===== src/bea_pkg.sv =====
// Package of the binning accumulator: transaction structs, op codes and widths.
// No dependencies; used by every module of the block.
`timescale 1ns / 1ps
`default_nettype none

package bea_pkg;

  localparam int XW  = 32;
  localparam int SQW = 64;
  localparam int FQW = 63;
  localparam int AVW = 24;
  localparam int STW = 5;

  localparam logic [1:0] OP_PUSH  = 2'd0;
  localparam logic [1:0] OP_LEVEL = 2'd1;
  localparam logic [1:0] OP_LIST  = 2'd2;

  typedef struct packed {
    logic [1:0]         op;
    logic signed [15:0] sample;
    logic [3:0]         slot;
  } bea_cmd_t;

  typedef struct packed {
    logic signed [XW-1:0]  partial_sum;
    logic [SQW-1:0]        sum_of_squares;
    logic signed [XW-1:0]  first_block;
    logic [FQW-1:0]        first_square;
    logic [31:0]           counted_samples;
    logic signed [AVW-1:0] average_entry;
    logic [31:0]           sample_count;
    logic [STW-1:0]        levels_used;
    logic [STW-1:0]        average_level;
    logic [STW-1:0]        average_count;
    logic                  saturated;
  } bea_res_t;

  typedef struct packed {
    logic                 valid;
    logic signed [XW-1:0] x;
    logic [31:0]          n;
  } bea_tok_t;

  typedef struct packed {
    logic                 used;
    logic                 pend;
    logic                 created;
    logic                 sat;
    logic signed [XW-1:0] partial;
    logic [SQW-1:0]       squares;
    logic signed [XW-1:0] first;
    logic [FQW-1:0]       first_sq;
  } bea_cell_t;

endpackage

`default_nettype wire


===== src/bea_level_cell.sv =====
// One level of the binning chain: squares, parks or carries the block sum.
// Depends on bea_pkg.
`timescale 1ns / 1ps
`default_nettype none

module bea_level_cell
  import bea_pkg::*;
(
  input  logic      clk,
  input  logic      rst,
  input  bea_tok_t  tok_in,
  output bea_tok_t  tok_out,
  output bea_cell_t stat
);

  logic                 used;
  logic                 pend;
  logic                 pend_new;
  logic signed [XW-1:0] partial;
  logic signed [XW-1:0] first;
  logic [SQW-1:0]       squares;
  logic [FQW-1:0]       first_sq;
  logic [FQW-1:0]       sq;
  logic [XW-1:0]        mag;
  logic [SQW-1:0]       prod;
  logic signed [XW:0]   sum;
  logic signed [XW-1:0] carry;
  logic                 ovf;
  logic [SQW:0]         acc;

  always_comb begin
    mag   = tok_in.x[XW-1] ? XW'(-tok_in.x) : XW'(tok_in.x);
    prod  = SQW'(mag) * SQW'(mag);
    sum   = (XW+1)'(tok_in.x) + (XW+1)'(partial);
    ovf   = sum[XW] != sum[XW-1];
    if (!ovf) begin
      carry = sum[XW-1:0];
    end else if (sum[XW]) begin
      carry = {1'b1, {(XW-1){1'b0}}};
    end else begin
      carry = {1'b0, {(XW-1){1'b1}}};
    end
    acc = {1'b0, squares} + {2'b00, sq};
  end

  always_ff @(posedge clk) begin
    if (rst) begin
      used          <= 1'b0;
      pend          <= 1'b0;
      tok_out.valid <= 1'b0;
    end else begin
      tok_out.valid <= tok_in.valid && used && tok_in.n[0];
      pend          <= tok_in.valid;
      if (tok_in.valid) begin
        sq       <= prod[FQW-1:0];
        pend_new <= !used;
        if (!used) begin
          used    <= 1'b1;
          partial <= tok_in.x;
          first   <= tok_in.x;
        end else if (!tok_in.n[0]) begin
          partial <= tok_in.x;
        end else begin
          partial   <= '0;
          tok_out.x <= carry;
          tok_out.n <= {1'b0, tok_in.n[31:1]};
        end
      end
      if (pend) begin
        if (pend_new) begin
          squares  <= {1'b0, sq};
          first_sq <= sq;
        end else begin
          squares <= acc[SQW] ? {SQW{1'b1}} : acc[SQW-1:0];
        end
      end
    end
  end

  always_comb begin
    stat.used     = used;
    stat.pend     = pend;
    stat.created  = tok_in.valid && !used;
    stat.sat      = (tok_in.valid && used && tok_in.n[0] && ovf) ||
                    (pend && !pend_new && acc[SQW]);
    stat.partial  = partial;
    stat.squares  = squares;
    stat.first    = first;
    stat.first_sq = first_sq;
  end

endmodule

`default_nettype wire


===== config.mk =====
export PLATFORM = sky130hd
export DESIGN_NAME = bea_level_cell
export DESIGN_NICKNAME = d
export VERILOG_FILES = /design/src/bea_pkg.sv /design/src/bea_level_cell.sv
export SDC_FILE = /design/constraint.sdc
export NUM_CORES = 2
export LEC_CHECK = 0
export ABC_AREA = 1
export BUFFER_PORTS_ARGS = -buffer_cell sky130_fd_sc_hd__buf_2
export CAP_MARGIN = 20
export CORE_AREA = 2 2 335 337
export DETAILED_ROUTE_END_ITERATION = 12
export DIE_AREA = 0 0 337 339
export HOLD_SLACK_MARGIN = 0.12
export PLACE_DENSITY = 0.71
export SLEW_MARGIN = 20
export SYNTH_ARGS = -nofsm -noshare
export SYNTH_HDL_FRONTEND = slang
export SYNTH_SLANG_ARGS = --single-unit
export TNS_END_PERCENT = 20

===== constraint.sdc =====
create_clock -name clk -period 8.2 [get_ports clk]
set_clock_uncertainty 0.1 [all_clocks]
set_input_delay 0.82 -clock clk [delete_from_list [all_inputs] [get_ports clk]]
set_output_delay 0.82 -clock clk [all_outputs]
set_load 0.005 [all_outputs]

======== Yosys cells after proc, flatten, opt, wreduce, memory -nomap -nowiden ========
Index checks and enable logic that the tools add are counted.
storage, ports and cells
  flip-flop bits (word level) ............. 321
  input port bits ......................... 67
cells by class
  reductions and logical operators ........ 14
  muxes and demuxes ....................... 7
  equal/unequal tests ..................... 1
  bitwise gates (word level) .............. 2
  multipliers ............................. 1
  add/subtract/negate cells ............... 3
operator list
  cell                          number
  2-to-1 mux 32 bit             5
  adder 64 x 63 -> 65 bit       1
  2-to-1 mux 64 bit             1
  multiplier 32 x 32 -> 63 bit  1
  2-to-1 mux 63 bit             1
  adder 32 x 32 -> 33 bit       1
  negator 32 bit                1
  logical AND 1 bit             6
  AND reduction 3 bit           2
  AND reduction 2 bit           2
  AND reduction 4 bit           1
  logical NOT 1 bit             2
  NOT 1 bit                     2
  logical OR 1 bit              1
  inequality test 1 bit         1

======== Longest topological paths before layout ========
  depth in word-level cells ............... 4
  depth in mapped cells ................... 43

======== Worst setup path before layout ========
Ideal clock, no wire load.
  kind .................................... input-to-reg
  from .................................... input tok_in[32] (netlist name)
  to ...................................... register sq[62] (data pin)
  buffers on the path ..................... 2
  arrival ................................. 7.958 ns
  cell stages on the path ................. 36
  data required time ...................... 7.847 ns
  setup time .............................. 0.253 ns
  path slack .............................. -0.111 ns
  cell sequence ........................... inv_2 > clkbuf_1 > ha_1 > nand3_2 > inv_2 > nand3_1 > inv_1 > nand3_1 > o21ai_1 > nand2_1 > nand2_2 > buf_2 > nand2_1 > fa_1 > fa_1 > inv_1 > fa_1 > inv_1 > fa_1 > inv_1 > fa_1 > fa_1 > fa_1 > fa_1 > ha_1 > nand2_1 > nor2_1 > inv_1 > nor2_1 > inv_1 > nor4_1 > nand2_1 > nand3_1 > inv_1 > nand2_1 > nand2_1
between the ends
  cells in the longest elaborated chain, start to end .. 3
ends and longest elaborated chain
  element                           RTL line              text
  start, declared                   bea_level_cell.sv:11  input bea_tok_t tok_in,
  negator 32 bit                    bea_level_cell.sv:32  mag = tok_in.x[XW-1] ? XW'(-tok_in.x) : XW'(tok_in.x);
  2-to-1 mux 32 bit (*)             bea_level_cell.sv:32
  multiplier 32 x 32 -> 63 bit (*)  bea_level_cell.sv:33  prod = SQW'(mag) * SQW'(mag);
  via prod[62]                      bea_level_cell.sv:25  logic [SQW-1:0] prod;
  end signal, assigned              bea_level_cell.sv:55  sq <= prod[FQW-1:0];
  end, declared                     bea_level_cell.sv:23  logic [FQW-1:0] sq;
The timed path passes the listed nets; every way through them passes the cells marked *.
A chain may end at the register's enable or synchronous reset.

======== Final worst setup path ========
  from .................................... input tok_in[32] (netlist name)
  to ...................................... register sq[45] (data pin)
The elaborated chain is that of the path after synthesis.

==> out/results.ini <==
[synth]
synth_sequential_area_ratio_pct = 19.3
syn-cell-area_mm2 = 0.0495
ys_types = 47
ys_ff_latch = 319
synth_cells = 6070
ys_warn_count = 0
syn_area_per_cell_um2 = 8.16

[flow_run]
maxCapViolations = 0

[cells_and_area]
finalNonFillerCells = 8620
area_growth_pct = 23.7
diodes = 0
layout_commonest_cell = inv_1
layout_common_cells = inv_1, nand2_1, fa_1
nNetsFinal = 8343
layout-drive-gt1-share_pct = 21.0

[floorplanning]
ios = 327
die_w_um = 337
die_y_um = 339
start_util_pct = 44.9
rows = 122
core-area_mm2 = 0.110
die_area_mm2 = 0.114

[sta]
layout_setup_ws_ns = 0.101
worst_slew_pin_slew_ns = 1.03
rsz0062_at_grt = yes
setup_violations = 0
slew_violations = 0
final.period_utilization_pct = 98.8
final-hold-violation-count = 0
finalCriticalPeriod_ns = 8.10
fmax_mhz = 123
maxSlewHeadroom_pct = 31.4
timing.hold.ws_ns = 0.320

[placed_design]
post-place-ws_ns = -0.803
gp_congestion = 1.04
port_buffers = 324
dp_cells = 8536
place_hpwl_um = 150000

[grt]
grtUsageTotal_pct = 30.5
grt_pass1_vias = 45832
grt_pass1_wl_um = 264000
overflow = 0
grt_max_degree = 65
antenna_found_initial = 1

[worst_hold_path]
min_path_type = input pin to flop

[worst_setup_path]
crit_slowest_cell = fa_1
crit_type = input pin to flop
worst_path_largest_cell_delay_ns = 0.62
arrival_ns = 8.30
end_kind = flop
timing.critical_path.mode_cell = fa_1
worstPathRequired_ns = 8.40
crit_fanout = 4
worstSetupStartpointType = input pin

[routing]
drtIter0Drc = 3705
wl_per_cell_um = 20.0
final_antenna_net_count = 0
drc = 0
num_vias = 43736
dr.pass1.iters = 6
wirelength_um = 173000
viasPerCell = 5.07

[clock_network]
hold_buffers = 0
cts.clk_slew.worst_paths_ns = 0.06
numCtsBuffers = 37
cts.sinks = 319
cts_root_buffer = clkbuf_16
cts_max_path_buffers = 3
cts_tree = built
cts_max_level = 2
clock_latency_ns = 0.57

[status]
status = finished clean

registers in the layout, summed over array words and instances (netlist names):
name	cells
pend	1
first_sq	62
used	1
pend_new	1
partial	32
tok_out	64
sq	62
first	32
squares	64
layout make-up:
type                            instances  area, um^2
Tap cell                             1488        1860
Timing Repair Buffer                 1077        7700
Fill cell                           10147       49100
Sequential cell                       319        9550
Multi-Input combinational cell       4075       34900
Clock buffer                           42         985
Clock inverter                         25         269
Inverter                             1594        6000
logic make-up (layout without fill, tap and decap cells):
group                      after synthesis  count (layout)  synth area share [%]
AOI/OAI and AO/OA                      378             378                  4.19
xor gates and xnor gates               132             132                  2.38
adders and majority gates             1172            1172                  41.7
buffers and inverters                 1703            2738                  13.3
DFF                                    319             319                  19.3
other                                    2              29                0.0152
and+or+nand+nor                       2364            2364                  19.1
final timing paths:
path / slack [ns] / from / depth (start not counted) / end
hold reg to reg: 0.39 / sq[2]$_DFFE_PP_ / 0 / first_sq[2]$_DFFE_PP_
setup / recovery: 0.10 / tok_in[32] / 34 / sq[45]$_DFFE_PP_
setup reg to reg: 4.71 / partial[0]$_DFFE_PP_ / 15 / tok_out[33]$_DFFE_PP_
hold / removal: 0.32 / tok_in[29] / 1 / tok_out[28]$_DFFE_PP_
layer usage:
layer	share of wire (%)	GRT usage, %
met5	0	0
met4	4.1	10.8
met3	7.2	3.64
met2	48	51.2
met1	41	40.6
Yosys cell counts, drive strengths merged:
master  number  area [um^2]
o21ai      102          522
nor4         7         43.8
a31o         3         26.3
clkbuf      37          139
a31oi        7         43.8
nand2     1332         5040
ha         373         4670
o21a         3         22.5
buf         72          453
nand3b       9         67.6
clkinv       4         15.0
dfxtp        3         60.1
fa         799        16000
nor2       749         2860
edfxtp     316         9490
or2          9         56.3
inv       1590         5970
and3         8         50.1
a21o         8         60.1
and2         5         31.3
a21oi      205         1030
xor2        89          802
a21boi       3         22.5
nand4       41          263
nor3        37          195
nand3      167          851
conb         2         7.51
o21bai      42          315
xnor2       43          377
o211ai       5         37.5
what timing repair did:
item | in CTS | in global routing
gates cloned | 0 | 0
setup buffers | 2 | 15
resized for setup | 35 | 346
endpoints found under the setup margin | 32 | 47
endpoints found under the hold margin | 0 | 0
pin swaps | 2 | 63
critical path: cells and delay by family:
kind / cells / cell delay (ns)
buf+inv: 12 / 1.22
simple gates: 7 / 0.81
compound gates: 3 / 0.54
fa+ha+maj: 10 / 4.53
xor+xnor: 2 / 0.36
through the flow:
| stage | util, % | setup TNS (ns) | area [um^2] |
|---|---|---|---|
| finish | 55.5 | 0 | 61200 |
| global route | 55.5 | -3.25 | 61200 |
| CTS | 54.2 | -0.0450 | 59800 |
| detailed placement | 52.9 | -28.67 | 58400 |
| global placement | 52.9 | -26.19 | 58400 |
| floorplan | - | 0 | 49600 |
Power is left out: the tool's default activity adds up to more than one toggle a clock period on the data nets, which glitch-free logic cannot reach.
