File: src/bea_pkg.sv
// Package of the binning accumulator: transaction structs, op codes and widths.
// No dependencies; used by every module of the block.
`timescale 1ns / 1ps
`default_nettype none

package bea_pkg;

  localparam int XW  = 32;
  localparam int SQW = 64;
  localparam int FQW = 63;
  localparam int AVW = 24;
  localparam int STW = 5;

  localparam logic [1:0] OP_PUSH  = 2'd0;
  localparam logic [1:0] OP_LEVEL = 2'd1;
  localparam logic [1:0] OP_LIST  = 2'd2;

  typedef struct packed {
    logic [1:0]         op;
    logic signed [15:0] sample;
    logic [3:0]         slot;
  } bea_cmd_t;

  typedef struct packed {
    logic signed [XW-1:0]  partial_sum;
    logic [SQW-1:0]        sum_of_squares;
    logic signed [XW-1:0]  first_block;
    logic [FQW-1:0]        first_square;
    logic [31:0]           counted_samples;
    logic signed [AVW-1:0] average_entry;
    logic [31:0]           sample_count;
    logic [STW-1:0]        levels_used;
    logic [STW-1:0]        average_level;
    logic [STW-1:0]        average_count;
    logic                  saturated;
  } bea_res_t;

  typedef struct packed {
    logic                 valid;
    logic signed [XW-1:0] x;
    logic [31:0]          n;
  } bea_tok_t;

  typedef struct packed {
    logic                 used;
    logic                 pend;
    logic                 created;
    logic                 sat;
    logic signed [XW-1:0] partial;
    logic [SQW-1:0]       squares;
    logic signed [XW-1:0] first;
    logic [FQW-1:0]       first_sq;
  } bea_cell_t;

endpackage

`default_nettype wire

File: src/bea_avg_list.sv
// Block-average list: appends scaled block sums and halves by pairwise averaging.
// Depends on bea_pkg.
`timescale 1ns / 1ps
`default_nettype none

module bea_avg_list
  import bea_pkg::*;
#(
  parameter int LIST_DEPTH = 16
) (
  input  logic                          clk,
  input  logic                          rst,
  input  logic                          take,
  input  logic signed [XW-1:0]          take_x,
  input  logic                          rd_en,
  input  logic [$clog2(LIST_DEPTH)-1:0] rd_addr,
  output logic [XW-1:0]                 rd_data,
  output logic [$clog2(LIST_DEPTH+1)-1:0] fill,
  output logic [STW-1:0]                shift,
  output logic                          busy
);

  localparam int AW   = $clog2(LIST_DEPTH);
  localparam int FW   = $clog2(LIST_DEPTH + 1);
  localparam int HALF = LIST_DEPTH / 2;

  logic [XW-1:0]          mem [LIST_DEPTH];
  logic [XW-1:0]          rb;
  logic [AW-1:0]          hi;
  logic                   halving;
  logic                   issuing;
  logic                   wr_pend;
  logic [AW-1:0]          wr_addr;
  logic                   defer;
  logic signed [XW-1:0]   defer_x;
  logic signed [XW-1:0]   app_x;
  logic                   app;
  logic signed [XW+7:0]   scaled;
  logic signed [XW+7:0]   shifted;
  logic [XW:0]            pair;
  logic                   full;

  // A block sum that arrives during a halving sweep is held and appended
  // with the new shift once the sweep has finished.
  always_comb begin
    app_x   = defer ? defer_x : take_x;
    scaled  = {app_x, 8'd0};
    shifted = scaled >>> shift;
    pair    = {rd_data[XW-1], rd_data} + {rb[XW-1], rb};
    full    = fill == FW'(LIST_DEPTH);
    app     = !halving && (defer || (take && !full));
    busy    = halving || defer;
  end

  always_ff @(posedge clk) begin
    if (halving && issuing) begin
      rd_data <= mem[AW'({hi, 1'b0})];
      rb      <= mem[AW'({hi, 1'b1})];
    end else if (rd_en) begin
      rd_data <= mem[rd_addr];
    end
    if (wr_pend) begin
      mem[wr_addr] <= pair[XW:1];
    end else if (app) begin
      mem[AW'(fill)] <= shifted[XW-1:0];
    end
  end

  always_ff @(posedge clk) begin
    if (rst) begin
      fill    <= '0;
      shift   <= '0;
      halving <= 1'b0;
      issuing <= 1'b0;
      wr_pend <= 1'b0;
      hi      <= '0;
      defer   <= 1'b0;
    end else begin
      wr_pend <= halving && issuing;
      if (halving && issuing) begin
        wr_addr <= hi;
        if (hi == AW'(HALF - 1)) begin
          issuing <= 1'b0;
        end else begin
          hi <= hi + 1'b1;
        end
      end else if (take && !halving && full) begin
        issuing <= 1'b1;
        hi      <= '0;
      end
      if (wr_pend && !issuing) begin
        halving <= 1'b0;
        fill    <= FW'(HALF);
        if (shift != {STW{1'b1}}) begin
          shift <= shift + 1'b1;
        end
      end else if (take && !halving && full) begin
        halving <= 1'b1;
      end else if (app) begin
        fill <= fill + 1'b1;
      end
      if (take && halving) begin
        defer   <= 1'b1;
        defer_x <= take_x;
      end else if (app) begin
        defer <= 1'b0;
      end
    end
  end

endmodule

`default_nettype wire

File: config.mk
export PLATFORM = sky130hd
export DESIGN_NAME = bea_avg_list
export DESIGN_NICKNAME = d
export VERILOG_FILES = /design/src/bea_pkg.sv /design/src/bea_avg_list.sv
export SDC_FILE = /design/constraint.sdc
export NUM_CORES = 1
export LEC_CHECK = 0
export BUFFER_PORTS_ARGS = -buffer_cell sky130_fd_sc_hd__buf_2
export CAP_MARGIN = 20
export CORE_UTILIZATION = 57
export CTS_CLUSTER_DIAMETER = 100
export DETAILED_ROUTE_END_ITERATION = 10
export PLACE_DENSITY = 0.77
export SLEW_MARGIN = 20
export SYNTH_ARGS = -nofsm -noshare
export SYNTH_HDL_FRONTEND = slang
export SYNTH_SLANG_ARGS = --single-unit
export TNS_END_PERCENT = 5
File: constraint.sdc
create_clock -name clk -period 3.7 [get_ports clk]
set_input_delay 0 -clock clk [delete_from_list [all_inputs] [get_ports clk]]
set_output_delay 0 -clock clk [all_outputs]
set_load 0.1 [all_outputs]
Word-level counts from Yosys, hierarchy flattened:

Memory sizes are Yosys's and may differ from the RTL's. A register that Yosys moved wholly into a read port is not among the register bits.
Index checks and enable logic that the tools add are counted.

* register bits after elaboration: 86
* RAM bits: 512
* input bits: 40
* output and inout bits: 43
* memories: 1

* add/subtract/negate cells: 4
* eq/ne operators: 6
* shift-type cells: 1
* mux-type cells: 24
* bitwise operators: 2
* reduce and logical (&&, ||, !) cells: 25

Memory list
* mem: words 16, bits a word 32, read ports 3, clocked after Yosys merged registers in 2, write ports 1, RTL line bea_avg_list.sv:27 `logic [XW-1:0] mem [LIST_DEPTH];`

Operator list (number)
* $mux W32: 4
* $sshr A40 B5 Y32: 1
* $mux W4: 9
* $add A32 B32 Y33: 1
* $reduce_or A32 Y1: 1
* $reduce_and A2 Y1: 7
* $mux W1: 11
* $add A5 B1 Y5 const B: 2
* $reduce_bool A2 Y1: 4
* $logic_and A1 B1 Y1: 7
* $eq A5 B5 Y1 const B: 1
* $ne A5 B5 Y1 const B: 1
* $add A4 B1 Y4 const B: 1
* $eq A4 B3 Y1 const B: 1
* $ne A2 B1 Y1 const B: 2
* $logic_not A1 Y1: 3
* $logic_or A1 B1 Y1: 2
* $ne A2 B2 Y1 const B: 1
* $not A1 Y1: 2
* $reduce_or A2 Y1: 1

Longest topological paths before layout:

Gate-level depths: netlist of the first run.

* word-level depth: 10
* gate-level depth with buffers: 9

Worst setup path before layout of the first run:

No wires, ideal clock.

* path kind: reg2reg
* start point: reg fill[0]
* end point: mem mem[0][0], enable pin
* library setup time: 421 ps
* data arrival time: 4002 ps
* data required time: 3279 ps
* path slack: -724 ps
* cell stages (with the launch flop): 10
* path buffers: 1
* cells stage by stage: dfxtp_1 -> inv_1 -> ha_1 -> nand4bb_1 -> a21oi_1 -> or3_1 -> clkbuf_1 -> o32ai_1 -> inv_1 -> nor2_1

* cells in the longest elaborated chain, start to end: 10
* elaborated cells on any way between the ends: 11

RTL lines
* start: declaration: RTL line bea_avg_list.sv:18 `output logic [$clog2(LIST_DEPTH+1)-1:0] fill,`
* start signal: assignment: RTL line bea_avg_list.sv:93 `fill <= FW'(HALF);`
* start signal: assignment: RTL line bea_avg_list.sv:100 `fill <= fill + 1'b1;`
* $eq A5 B5 Y1: RTL line bea_avg_list.sv:50 `full = fill == FW'(LIST_DEPTH);`
* $logic_not A1 Y1: RTL line bea_avg_list.sv:51 `app = !halving && (defer || (take && !full));`
* $logic_and A1 B1 Y1: RTL line bea_avg_list.sv:51
* $logic_or A1 B1 Y1: RTL line bea_avg_list.sv:51
* $logic_and A1 B1 Y1: RTL line bea_avg_list.sv:51
* $mux W1: RTL line bea_avg_list.sv:64 `end else if (app) begin`
* $mux W1: RTL line bea_avg_list.sv:62 `if (wr_pend) begin`
* $mux W1 (implied by the code): RTL line bea_avg_list.sv:65 `mem[AW'(fill)] <= shifted[XW-1:0];`
* $reduce_or A32 Y1 (no line)
* $mux W4 (no line) / $mux W1 (equally long branches)
* end: declaration: RTL line bea_avg_list.sv:27

Parallel ways exist; a longest one is shown, timed or not.

Worst setup path in the final report of the first run:

* start point: reg rd_data[0]
* end point: mem mem[4][29], data pin

* cells in the longest elaborated chain, start to end: 2

RTL lines
* start: declaration: RTL line bea_avg_list.sv:17 `output logic [XW-1:0] rd_data,`
* start signal: assignment: RTL line bea_avg_list.sv:57 `rd_data <= mem[AW'({hi, 1'b0})];`
* start signal: assignment: RTL line bea_avg_list.sv:60 `rd_data <= mem[rd_addr];`
* $add A32 B32 Y33: RTL line bea_avg_list.sv:49 `pair = {rd_data[XW-1], rd_data} + {rb[XW-1], rb};`
* $mux W32 (no line)

Every way passes these cells.

==> flow_summary.ini, run 1 <==
[status]
status = finished clean

[sta]
fmaxAchievable_ghz = 0.287
fin_hold_ws_ns = 0.143
fin_tns_setup_ns = 0
max_slew_margin_pct = 27.4
finalClockSkew_ns = 0.0377
slew_viol_final = 0
final.min_clock_period_ns = 3.48
finalHoldViolations = 0
tightest_slew_ns = 1.09
setup_viol = 0
rsz0062_at_grt = no
min_period_over_period_pct = 94.1

[synthesis]
yosys_most_used_dff = edfxtp_1
synth_edf_count = 612
netlist_area_sq_um = 31600
synth.top_cells.by_count = edfxtp_1 (612), mux4_2 (309), nand2_1 (99), mux2i_1 (81), o21ai_0 (81)
ys_ff_latch = 633
yosysTopAreaCell = edfxtp_1
syn_inst = 1805
syn_nets = 1882
post_synth.cell_area_avg_sq_um = 17.5
async_flop_share_pct = 0
synth_warnings = 0
synthTopCellsByArea = edfxtp_1 (58%), mux4_2 (22%), mux2i_1 (2.6%)
yosysTopAreaCellShare_pct = 58.1
ys_types = 69
yosysMostFrequentCell = edfxtp_1
yosysSeqAreaShare_pct = 59.4

[drt]
drt-wirelength-per-cell_um = 32.3
postRouteAntennaNets = 0
drt_iter0_drc = 2612
vias_per_cell = 7.11
vias = 19500
drc = 0
first_pass_iters = 6
wirelength_um = 88700

[flow_run]
cap_violations = 0

[global_routing]
grt_max_degree = 61
grtUsageTotal_pct = 32.2
grt_overflow = 0
antenna_found_initial = 0
grt_pass1_vias = 20000
grt_pass1_wl_um = 130000

[clocking]
clkLatencyLatePin_ns = 0.63
htree_levels = 3
cts_root_buffer = clkbuf_16
cts_tree = done
cts_setup_buffers = 0
clk_path_buf_depth = 3
clk_pin_slew_worst_paths_ns = 0.06
cts_buffers = 68
cts.sink_count = 633

[layout]
nets = 2033
multi_input_area_sq_um = 12300
final_cells = 2747
syn2layout_area_growth_pct = 14.2
regArea_sq_um = 18800
fillerInstances = 3544
drive_above_1_share_pct = 34.0

[die]
die_w_um = 238
die_height_um = 238
die-area_sq_um = 56400
placementRows = 85
io_pins = 83
start_util_pct = 58.2
core-area_sq_um = 54300

[min_path]
min_path_type = input pin to register

[worst_setup_path]
critPathMaxFanout = 16
crit_arrival_ns = 3.75
end_kind = register
required_ns = 3.97
worst_setup_path_start_kind = register
crit_type = register to register

[place]
port_buffers = 82
hpwl_um = 53100
placedCellCount = 2588
globalplace.congestion = 0.920

[pwr]
peakVddDrop_mv = 0.643
p_leak_nw = 11.9
power_per_cell_area_nw_per_um2 = 458
-- placed cells by master (no fill, tap or decap), types with 35 or more instances in the layout --
cell,n
buf_2,80
dlygate4sd3_1,35
buf_4,63
mux4_2,309
nand2_1,98
o21ai_0,81
clkbuf_16,70
mux2_2,66
mux2i_1,81
ha_1,36
nor2_1,65
edfxtp_1,612
-- metrics by stage --
step,area [sq um],utilization (%),setup WS (ns),total power (W)
floorplan,31600,-,-0.216,0.00933
global placement,33500,61.7,0.191,0.00977
detailed placement,33500,61.7,0.00354,0.00981
CTS,36100,66.4,0.0225,0.0166
global route,36100,66.4,0.0575,0.0169
finish,36100,66.5,0.218,0.0165
-- routing by layer --
metal	up-vias	track usage [%]	part of all wire (%)
li1	7878	-	-
met1	9979	43.0	36
met2	1407	51.1	48
met3	264	7.71	12
met4	0	13.4	4.3
met5	-	0	0
-- repair_timing --
action,CTS,global route
resized for setup,0,1
setup endpoints to repair,0,16
hold endpoints to repair,51,0
hold buffers,35,0
-- report_power, final --
part / internal (W) / switching, W / total, W
sequential: 0.00809 / 0.0000702 / 0.00816
combinational: 0.000572 / 0.00100 / 0.00157
clock: 0.00398 / 0.00283 / 0.00681
total: 0.0126 / 0.00390 / 0.0165
-- cell type report --
| cell class | count | share of cell area [%] |
|---|---|---|
| inverter | 16 | 0.166 |
| clock buffer | 87 | 5.03 |
| sequential | 633 | 52.1 |
| antenna | 2 | 0.0139 |
| multi-input combinational | 1029 | 34.1 |
| clock inverter | 33 | 1.04 |
| timing repair buffer | 208 | 4.96 |
| tap | 739 | 2.56 |
-- state kept, by name, summed over array words and instances (netlist names), 4 cells and up, named ones only --
register / count
defer_x: 32
fill: 5
hi: 4
mem: 512
rb: 32
rd_data: 32
shift: 5
wr_addr: 4
-- path summary, 6_finish.rpt --
| check | start | to | slack [ns] | depth (start not counted) |
|---|---|---|---|---|
| min reg2reg | hi[3]$_SDFFE_PP0N_ | wr_addr[3]$_DFFE_PP_ | 0.49 | 0 |
| min | take_x[19] | defer_x[19]$_DFFE_PP_ | 0.14 | 2 |
| max reg2reg | rd_data[0]$_DFFE_PP_ | mem[4][29]$_DFFE_PP_ | 0.22 | 9 |
| max | rd_data[0]$_DFFE_PP_ | mem[4][29]$_DFFE_PP_ | 0.22 | 9 |
-- critical path, cell delays in order (launching register included) --
cell	delay, ns
edfxtp_1	0.41
and2_1	0.21
fa_1	0.42
a21o_1	0.24
a221oi_2	0.35
or3_1	0.28
a211oi_2	0.12
o21ai_1	0.34
a211oi_1	0.13
o41a_1	0.63
-- cells by family after synthesis --
logic type	Yosys count	synth area share, %
and+or+nand+nor	270	4.03
DFF	633	59.4
AOI/OAI and AO/OA	229	4.64
adders and majority gates	37	1.49
muxes	468	27.9
buffers and inverters	143	1.82
xor gates and xnor gates	25	0.692
Note: power is estimated with default switching activity, not from simulation.
==> run 2, diff against run 1 <==
- CORE_UTILIZATION: 57 -> 60
- clock period: 3.7 -> 4.29 ns (I/O delays scaled with it)
==> flow_summary.ini, run 2 (same netlist as run 1, synthesis figures left out) <==
[status]
status = finished clean

[drt]
vias = 19300
vias_per_cell = 7.24
drt-wirelength-per-cell_um = 32.4
wirelength_um = 86400
postRouteAntennaNets = 0
first_pass_iters = 6
drt_iter0_drc = 2762
drc = 0

[worst_setup_path]
end_kind = register
critPathMaxFanout = 16
worst_setup_path_start_kind = register
ff2ff_setup_slack_ns = 0.62
crit_arrival_ns = 4.01
crit_type = register to register
required_ns = 4.62

[pwr]
power_per_cell_area_nw_per_um2 = 397
p_leak_nw = 11.7
peakVddDrop_mv = 0.292
total_power_w = 0.0142

[sta]
fin_tns_setup_ns = 0
final.min_clock_period_ns = 3.67
rsz0062_at_grt = no
fmaxAchievable_ghz = 0.272
setup_viol = 0
finalClockSkew_ns = 0.0236
slew_viol_final = 0
finalHoldViolations = 0
min_period_over_period_pct = 85.6
tightest_slew_ns = 1.20
max_slew_margin_pct = 19.8

[flow_run]
cap_violations = 0

[layout]
largest_reg_flops = 512
final_util_pct = 69.0
top_register = mem
drive_above_1_share_pct = 33.4
nets = 2009
layout_commonest_cell = edfxtp_1
antenna_cells = 0
final_cell_mix = edfxtp_1 (612), mux4_2 (309), nand2_1 (98)
syn2layout_area_growth_pct = 12.8

[place]
port_buffers = 82
globalplace.congestion = 0.945
hpwl_um = 51700

[clocking]
cts.sink_count = 633
clkLatencyLatePin_ns = 0.62
cts_buffers = 67
cts_tree = done
cts_setup_buffers = 0
clk_path_buf_depth = 3
cts_root_buffer = clkbuf_16
htree_levels = 3
clk_pin_slew_worst_paths_ns = 0.06

[global_routing]
grt_max_degree = 73
grt_pass1_vias = 19400
antenna_found_initial = 1
grt_pass1_wl_um = 127000
grt_overflow = 0
grtUsageTotal_pct = 33.1

[die]
die_height_um = 232
placementRows = 83
die_w_um = 232
start_util_pct = 61.1
die-area_sq_um = 53600
core-area_sq_um = 51700
io_pins = 83

[min_path]
min_path_type = input pin to register
[run 2: changes by cell type in the layout (fill, tap and decap cells not counted), sizes merged]
| cell | change |
|---|---|
| inv | -1 |
| clkinvlp | +2 |
| clkinv | +1 |
| bufinv | -2 |
| diode | -2 |
| buf | -24 |
| clkbuf | +2 |
[run 2: layout make-up]
class | instances | area (sq um)
sequential | 633 | 18800
clock buffer | 88 | 1860
fill | 3274 | 16000
inverter | 16 | 60.1
tap | 680 | 851
clock inverter | 33 | 327
multi-input combinational | 1029 | 12300
timing repair buffer | 185 | 1450
[run 2: report_power, final]
part	switching (W)	internal [W]	total, W	leakage, nW
clock network	0.00242	0.00337	0.00580	1.05
registers	0.0000556	0.00698	0.00703	5.75
logic	0.000853	0.000474	0.00133	4.90
total	0.00333	0.0108	0.0142	11.7
[run 2: worst max-delay path, stage by stage (launching register included)]
cell      delay (ns)
edfxtp_1        0.42
and2_1          0.21
fa_1            0.40
a21o_1          0.24
a221oi_2        0.35
or3_1           0.29
a211oi_2        0.16
or2_2           0.40
or4_1           0.54
nand3_1         0.40
[run 2: worst paths after layout]
check                        from               endpoint  depth (start not counted)
max reg2reg  rd_data[0]$_DFFE_PP_   mem[0][21]$_DFFE_PP_                          9
max          rd_data[0]$_DFFE_PP_   mem[0][21]$_DFFE_PP_                          9
min                    take_x[11]  defer_x[11]$_DFFE_PP_                          2
min reg2reg    hi[3]$_SDFFE_PP0N_   wr_addr[3]$_DFFE_PP_                          0
[run 2: through the flow]
stage | instances | setup WS, ns | cell area, sq um | hold slack, ns
after floorplan | 1805 | -0.134 | 31600 | 0.0691
after global placement | 2503 | 0.695 | 33100 | 0.202
after detailed placement | 2503 | 0.567 | 33100 | 0.209
after CTS | 2659 | 0.508 | 35600 | 0.114
after global routing | 2664 | 0.369 | 35700 | 0.136
final | 2664 | 0.616 | 35700 | 0.133
[run 2: metal layers]
metal	global-route usage [%]	vias up	part of all wire, %
li1	-	7815	-
met1	44.8	9889	35
met2	52.8	1309	49
met3	6.93	263	11
met4	14.2	2	4.5
met5	0	-	0.015
[run 2: repair_timing]
item                                   CTS  global route
gates resized for setup                  0             0
endpoints found under the hold margin   53             0
hold buffers                            35             0
==> run 3, diff against run 2 <==
- CORE_UTILIZATION: 60 -> 57
- clock period: 4.29 -> 3.2 ns (I/O delays scaled with it)
==> flow_summary.ini, run 3 (same netlist as run 1, synthesis figures left out) <==
[sta]
fmaxAchievable_ghz = 0.315
tightest_slew_ns = 0.906
finalHoldViolations = 0
fin_tns_setup_ns = 0
setup_viol = 0
finalClockSkew_ns = 0.0326
final.min_clock_period_ns = 3.18
fin_ws_ns = 0.0241
max_slew_margin_pct = 39.6
slew_viol_final = 0
min_period_over_period_pct = 99.2
rsz0062_at_grt = yes

[clocking]
clk_pin_slew_worst_paths_ns = 0.06
clk_path_buf_depth = 3
htree_levels = 3
cts.sink_count = 633
cts_root_buffer = clkbuf_16
cts_tree = done
cts_buffers = 67
clkLatencyLatePin_ns = 0.63

[status]
status = finished clean

[drt]
wirelength_um = 88300
vias = 19600
drt_iter0_drc = 2529
drc = 0
postRouteAntennaNets = 0
vias_per_cell = 7.01
drt-wirelength-per-cell_um = 31.5
first_pass_iters = 6

[layout]
largest_reg_flops = 512
layout_commonest_cell = edfxtp_1
top_register = mem
antenna_cells = 0
drive_above_1_share_pct = 37.0
final_cell_mix = edfxtp_1 (612), mux4_2 (309), buf_4 (106)
fillerInstances = 3447
syn2layout_area_growth_pct = 16.3
nets = 2083

[global_routing]
grtUsageTotal_pct = 32.1
grt_overflow = 0
grt_pass1_vias = 19900
grt_max_degree = 67
grt_pass1_wl_um = 130000
antenna_found_initial = 1

[worst_setup_path]
end_kind = register
ff2ff_setup_slack_ns = 0.02
critPathMaxFanout = 16
required_ns = 3.54
r2r_cells = 8
timing.rr.start = rd_data[11]$_DFFE_PP_
crit_type = register to register
crit_arrival_ns = 3.51
worst_setup_path_start_kind = register
r2r_end = mem[11][29]$_DFFE_PP_

[min_path]
hold_path_startpoint = take_x[7]
worst_hold_path.endpoint = defer_x[7]$_DFFE_PP_
min_path_cells = 2
min_path_type = input pin to register

[die]
die_height_um = 238
io_pins = 83
die-area_sq_um = 56400
start_util_pct = 58.2
die_w_um = 238
core-area_sq_um = 54300
placementRows = 85

[pwr]
p_leak_nw = 12.2
power_per_cell_area_nw_per_um2 = 520
peakVddDrop_mv = 0.450

[place]
port_buffers = 82
hpwl_um = 54300
globalplace.congestion = 0.943
place_ws_ns = -0.226

[flow_run]
cap_violations = 0
-- run 3: through the flow --
step	power [W]	hold WS, ns	cells	cell area [sq um]	util (%)
6_report	0.0191	0.126	2799	36800	67.7
5_1_grt	0.0196	0.125	2799	36800	67.7
4_1_cts	0.0191	0.108	2797	36700	67.5
3_5_place_dp	0.0114	0.206	2639	34100	62.8
3_3_place_gp	0.0114	0.199	2639	34100	62.8
2_1_floorplan	0.0108	0.0691	1805	31800	-
-- run 3: power breakdown --
part           internal, W  switching, W  total, W
Combinational     0.000724       0.00118   0.00191
Sequential         0.00935     0.0000759   0.00943
Clock              0.00446       0.00333   0.00780
-- run 3: layout make-up --
type,count,area [sq um],share of cell area (%)
Timing Repair Buffer,259,2300,6.26
Multi-Input combinational cell,1029,12500,33.9
Inverter,16,60.1,0.163
Tap cell,739,925,2.51
Sequential cell,633,18800,51.2
Clock inverter,39,395,1.07
Clock buffer,84,1800,4.90
-- run 3: worst max-delay path by stage --
| stage | endpoint | from | cells after the start |
|---|---|---|---|
| 3_5_place_dp | mem[0][18]$_DFFE_PP_ | rd_data[1]$_DFFE_PP_ | 10 |
| 2_1_floorplan | mem[0][29]$_DFFE_PP_ | rd_data[13]$_DFFE_PP_ | 8 |
| 4_1_cts | mem[15][29]$_DFFE_PP_ | rd_data[11]$_DFFE_PP_ | 8 |
| 5_1_grt | mem[9][29]$_DFFE_PP_ | rd_data[11]$_DFFE_PP_ | 8 |
| 6_report | mem[11][29]$_DFFE_PP_ | rd_data[11]$_DFFE_PP_ | 8 |
| 3_3_place_gp | mem[0][18]$_DFFE_PP_ | rd_data[1]$_DFFE_PP_ | 10 |
-- run 3: timing repair --
item	4_1_cts	5_1_grt
setup buffers	0	2
pin swaps	0	3
gates resized for setup	6	10
endpoints found under the hold margin	57	0
hold buffers	35	0
endpoints found under the setup margin	80	149
-- run 3: critical path, cell delays in order, from the launching register on --
cell and delay, ns:
edfxtp_1 0.44, ha_4 0.33, nand4_1 0.17, or2_0 0.27, or3_4 0.44, a211oi_4 0.29, o21ai_1 0.16, and4_1 0.26
o41a_4 0.52
-- run 3: metal layers --
layer | wire, um | GRT usage [%] | part of all wire, % | up-vias
met4 | 4040 | 14.0 | 4.6 | 0
met1 | 32100 | 43.3 | 36 | 10000
li1 | - | - | - | 7975
met2 | 42400 | 51.1 | 48 | 1338
met5 | 0 | 0 | 0 | -
met3 | 9790 | 6.64 | 11 | 259
